`config.mk`:
```
export PLATFORM = sky130hd
export DESIGN_NAME = dgsp_relax
export DESIGN_NICKNAME = d
export VERILOG_FILES = /design/src/sv/dense_graph_shortest_path_core_assert.svh /design/src/sv/dgsp_pkg.sv /design/src/sv/dgsp_relax.sv
export SDC_FILE = /design/constraint.sdc
export NUM_CORES = 1
export LEC_CHECK = 0
export BUFFER_PORTS_ARGS = -buffer_cell sky130_fd_sc_hd__buf_2
export CORE_MARGIN = 2
export CORE_UTILIZATION = 25
export DETAILED_ROUTE_END_ITERATION = 16
export PLACE_DENSITY = 0.49
export SLEW_MARGIN = 20
export SYNTH_ARGS = -nofsm -noshare
export SYNTH_HDL_FRONTEND = slang
export SYNTH_SLANG_ARGS = --single-unit
export TNS_END_PERCENT = 10
```
`constraint.sdc`:
```
create_clock -name vclk -period 9.6
set_clock_uncertainty 0.15 [all_clocks]
set_input_delay 0.48 -clock vclk [all_inputs]
set_output_delay 0.48 -clock vclk [all_outputs]
set_load 0.05 [all_outputs]
```
`src/sv/dense_graph_shortest_path_core_assert.svh`:
```
// Assertion macros shared by the shortest path core.
`ifndef DENSE_GRAPH_SHORTEST_PATH_CORE_ASSERT_SVH
`define DENSE_GRAPH_SHORTEST_PATH_CORE_ASSERT_SVH

// Same-cycle implication, disabled during reset.
`define DGSP_ASSERT_NOW(label, ante, cons) \
  label: assert property (@(posedge clk) disable iff (rst) (ante) |-> (cons)) \
    else $error("%m: same-cycle check failed");

// Next-cycle implication, disabled during reset.
`define DGSP_ASSERT_NEXT(label, ante, cons) \
  label: assert property (@(posedge clk) disable iff (rst) (ante) |=> (cons)) \
    else $error("%m: next-cycle check failed");

`endif

```
`src/sv/dgsp_pkg.sv`:
```
// Shared constants, codes and types of the shortest path core.
package dgsp_pkg;

  localparam int MAX_NODES   = 32;
  localparam int NODE_BITS   = $clog2(MAX_NODES);
  localparam int CNT_BITS    = NODE_BITS + 1;
  localparam int CELL_BITS   = 2 * NODE_BITS;
  localparam int WEIGHT_BITS = 24;
  localparam int MULT_BITS   = 16;
  localparam int FRAC_BITS   = 8;
  localparam int EV_BITS     = 2;
  localparam int ROW_BITS    = MAX_NODES * EV_BITS;
  localparam int PROD_BITS   = WEIGHT_BITS + MULT_BITS;
  localparam int MODE_BITS   = 2;
  localparam int CFG_IDX_BITS = 2;
  localparam int CFG_NODE_BITS = 6;

  localparam logic [WEIGHT_BITS-1:0] WEIGHT_MAX = '1;
  localparam logic [MULT_BITS-1:0]   MULT_ONE   = MULT_BITS'(1 << FRAC_BITS);

  // input modes
  localparam logic [MODE_BITS-1:0] MODE_WEIGHT = 2'd0;
  localparam logic [MODE_BITS-1:0] MODE_EVENT  = 2'd1;
  localparam logic [MODE_BITS-1:0] MODE_QUERY  = 2'd2;

  // configuration register indexes
  localparam logic [CFG_IDX_BITS-1:0] CFG_NODE_COUNT = 2'd0;
  localparam logic [CFG_IDX_BITS-1:0] CFG_EVENT1     = 2'd1;
  localparam logic [CFG_IDX_BITS-1:0] CFG_EVENT2     = 2'd2;
  localparam logic [CFG_IDX_BITS-1:0] CFG_EVENT3     = 2'd3;

  // edge event codes
  localparam logic [EV_BITS-1:0] EV_NONE  = 2'd0;
  localparam logic [EV_BITS-1:0] EV_TYPE1 = 2'd1;
  localparam logic [EV_BITS-1:0] EV_TYPE2 = 2'd2;
  localparam logic [EV_BITS-1:0] EV_TYPE3 = 2'd3;

  typedef enum logic [3:0] {
    ST_CLEAR,
    ST_IDLE,
    ST_EV_ROW1,
    ST_EV_ROW2,
    ST_PICK,
    ST_RELAX,
    ST_TAIL,
    ST_FB_READ,
    ST_FB_MUL,
    ST_FB_SAT,
    ST_DONE
  } state_t;

  typedef struct packed {
    logic [WEIGHT_BITS-1:0] pick_dist;
    logic [WEIGHT_BITS-1:0] weight;
    logic [WEIGHT_BITS-1:0] best;
    logic [EV_BITS-1:0]     ev;
    logic                   is_pick;
    logic                   reached;
    logic                   settled;
    logic                   cand_found;
    logic [WEIGHT_BITS-1:0] cand_dist;
  } relax_in_t;

  typedef struct packed {
    logic                   update;
    logic [WEIGHT_BITS-1:0] sum;
    logic                   take;
    logic [WEIGHT_BITS-1:0] new_best;
  } relax_out_t;

endpackage

```
`src/sv/dgsp_relax.sv`:
```
// Edge relaxation and running minimum for one neighbor of the picked node.
module dgsp_relax import dgsp_pkg::*; (
  input  relax_in_t  ri,
  output relax_out_t ro
);

  logic [WEIGHT_BITS:0]   raw;
  logic [WEIGHT_BITS-1:0] sum;
  logic                   upd;
  logic                   now_reached;

  always_comb begin
    raw = {1'b0, ri.pick_dist} + {1'b0, ri.weight};
    sum = raw[WEIGHT_BITS] ? WEIGHT_MAX : raw[WEIGHT_BITS-1:0];
    // zero weight means no edge; any event blocks the edge
    upd = !ri.is_pick && (ri.weight != '0) && (ri.ev == EV_NONE) &&
          (!ri.reached || (sum < ri.best));
    now_reached = ri.reached || upd;
    ro.update   = upd;
    ro.sum      = sum;
    ro.new_best = upd ? sum : ri.best;
    // strict compare in ascending node order keeps the lowest index on ties
    ro.take     = now_reached && !ri.settled &&
                  (!ri.cand_found || (ro.new_best < ri.cand_dist));
  end

endmodule

```
==> run metrics <==
Post CTS Setup Buffer Count 0; vias per inst ~5; router iterations before antenna repair 4; Reg area 0 µm²; Initial Utilization 25.31%; routability cong. just under 0.9; Final Max Tran Viols 0; RSZ-0062 raised after global routing no; Worst Path Required roughly 9 ns; library cells used by synthesis 52; worst hold-check path type in -> out; post-synthesis sequential area ratio 0%; DR iter-0 viols approximately 120; final antenna-violating net count 0; Hold Violations, Final 0; area delta synth->final 31.89%; Max VDD drop 0.00004078 V; Synth Instances 419; Nets between 700 and 800; total number of yosys warnings 0; largest net degree at the start of global routing 28; PD cells 105.1 nW/µm²; critical path's slowest cell nor3_4; Layout Utilization roughly a third; CTS resizes 0; WL final between 10,000 and 15,000 µm; DPL Wire Length 9584 µm; Slew HR approximately 42%; TNS Setup 0 ns; Total GRT Usage 16.15%; Seq cells 0; Startpoint Class input port; status complete, no violations; port buffer count between 150 and 200; number of global-route vias before repair approximately 3,400; Chip Height 110.8 µm; DR vias around 3,500; Leakage 2.042 nW; core area roughly 11,000 µm²; Syn Nets about 590; Critical Path AT between 7 and 8 ns; kind of critical path in -> out; area of the multi-input gates about 2600 µm²; f_max about 120 MHz; placement row count 39; total chip power 395.5 µW; Filler cells about 1,200; Synth Area per Inst just under 7 µm²; count of hold buffers inserted by post-cts repair 0; final period utilization between 80 and 90%; Slowest Stage Delay on Critical Path 0.73 ns; grt total ovfl 0; max-cap violations 0; first-pass GRT wire length approximately 17,000 µm; die area roughly 12,000 µm²; layout cells sized above 1 28.42%; diode count 0; cell area after synthesis roughly 2900 µm²; CP Capture Type output pin; # DRC 0; fin crit period approximately 8.6 ns; initial antenna violation count 0; CLK BUF 0; Slew @ Worst Pin 0.8612 ns; Die X approximately 110 µm; worst-path maximum fanout 27; I/O pins approximately 150; Final setup viols 0; drt wl/cell about 15 µm
==> power by group <==
part           switching, mW  internal [mW]
clock network              0              0
registers                  0              0
logic                  0.272          0.123
==> area by class of cell <==
class	instances	share of cell area, %
Inverter	53	5.288
Multi-Input combinational cell	356	69.34
Timing Repair Buffer	154	20.62
Tap cell	143	4.756
==> layer usage <==
layer,global-route usage [%],up-vias,wire (µm)
met4,2.833,0,214
met3,2.132,14,634
met1,21.22,1536,4811
met5,0,-,0
li1,-,1827,-
met2,28.51,103,4801
==> cells in the final DEF (no fill, tap or decap), types with 3 or more instances in the layout <==
cell type and n:
ha_1 70, a211oi_1 7, nor4_1 8, xor2_1 12, nand4_1 12, inv_1 52
nand2_1 39, xnor2_1 7, buf_2 152, nand3_1 5, a21o_1 17, a31oi_1 10
nand2b_1 4, a21oi_1 39, and3_1 3, o211ai_1 3, o31ai_1 3, o21ai_1 5
nor2_1 39, nor2b_1 5, o21ai_0 16, a221oi_1 4, a22oi_1 3, o21a_1 7
and2_1 3, nor3_1 5, o2111ai_1 3
==> synth_stat cells, drive strengths merged (2+ instances only) <==
master    n  share of area, %
a21oi    39               6.8
a211oi    7               1.8
a22oi     3              0.79
nand3     5              0.88
o21a      7               1.8
and3      4               1.1
a221oi    4               1.2
nand2b    4              0.88
buf       4              0.79
xnor2     7               2.1
nor3b     2              0.53
nor2b     5               1.1
nor3      6               1.4
xor2     12               3.7
a31oi    10               2.2
nor4      8               1.8
o21ai    21               3.7
o2111ai   3              0.92
and2      5               1.3
a41o      2              0.70
clkbuf    6              0.79
a2111oi   2              0.61
mux2      2              0.79
ha       70                31
a41oi     2               1.3
o211ai    3              0.79
a21o     17               4.5
nand2    39               5.1
o31ai     3              0.79
nand4    12               2.6
nor2     39               5.1
inv      53               7.0
==> cell families (layout without fill, tap and decap cells) <==
family	after synthesis	after routing	synth area share, %
xor gates and xnor gates	19	19	5.833
adders and majority gates	71	71	31.40
buffers and inverters	63	207	8.552
muxes	3	3	1.140
AOI/OAI and AO/OA	131	131	30.48
and+or+nand+nor	132	132	22.59
==> worst paths after layout <==
check	from	slack, ns	endpoint	cells after the start
worst max-delay path	ri[54]	1.03	ro[24]	30
worst min-delay path	ri[34]	1.28	ro[4]	4
==> through the flow <==
step	hold slack, ns	worst slack (ns)	instances	area, µm²
3_5_place_dp	1.277	1.093	706	3762
4_1_cts	1.277	1.081	706	3762
5_1_grt	1.306	0.4462	706	3762
6_report	1.276	1.025	706	3762
2_1_floorplan	1.095	0.6223	419	2853
3_3_place_gp	1.280	1.404	706	3762
==> worst max-delay path: cells and delay by family <==
family | cells | cell delay [ns]
AO/OA/AOI/OAI | 13 | 2.63
adder cells (fa/ha/maj) | 4 | 1.38
AND/OR/NAND/NOR | 9 | 2.53
buffers and inverters | 4 | 0.93
Note: power is estimated with default switching activity, not from simulation.
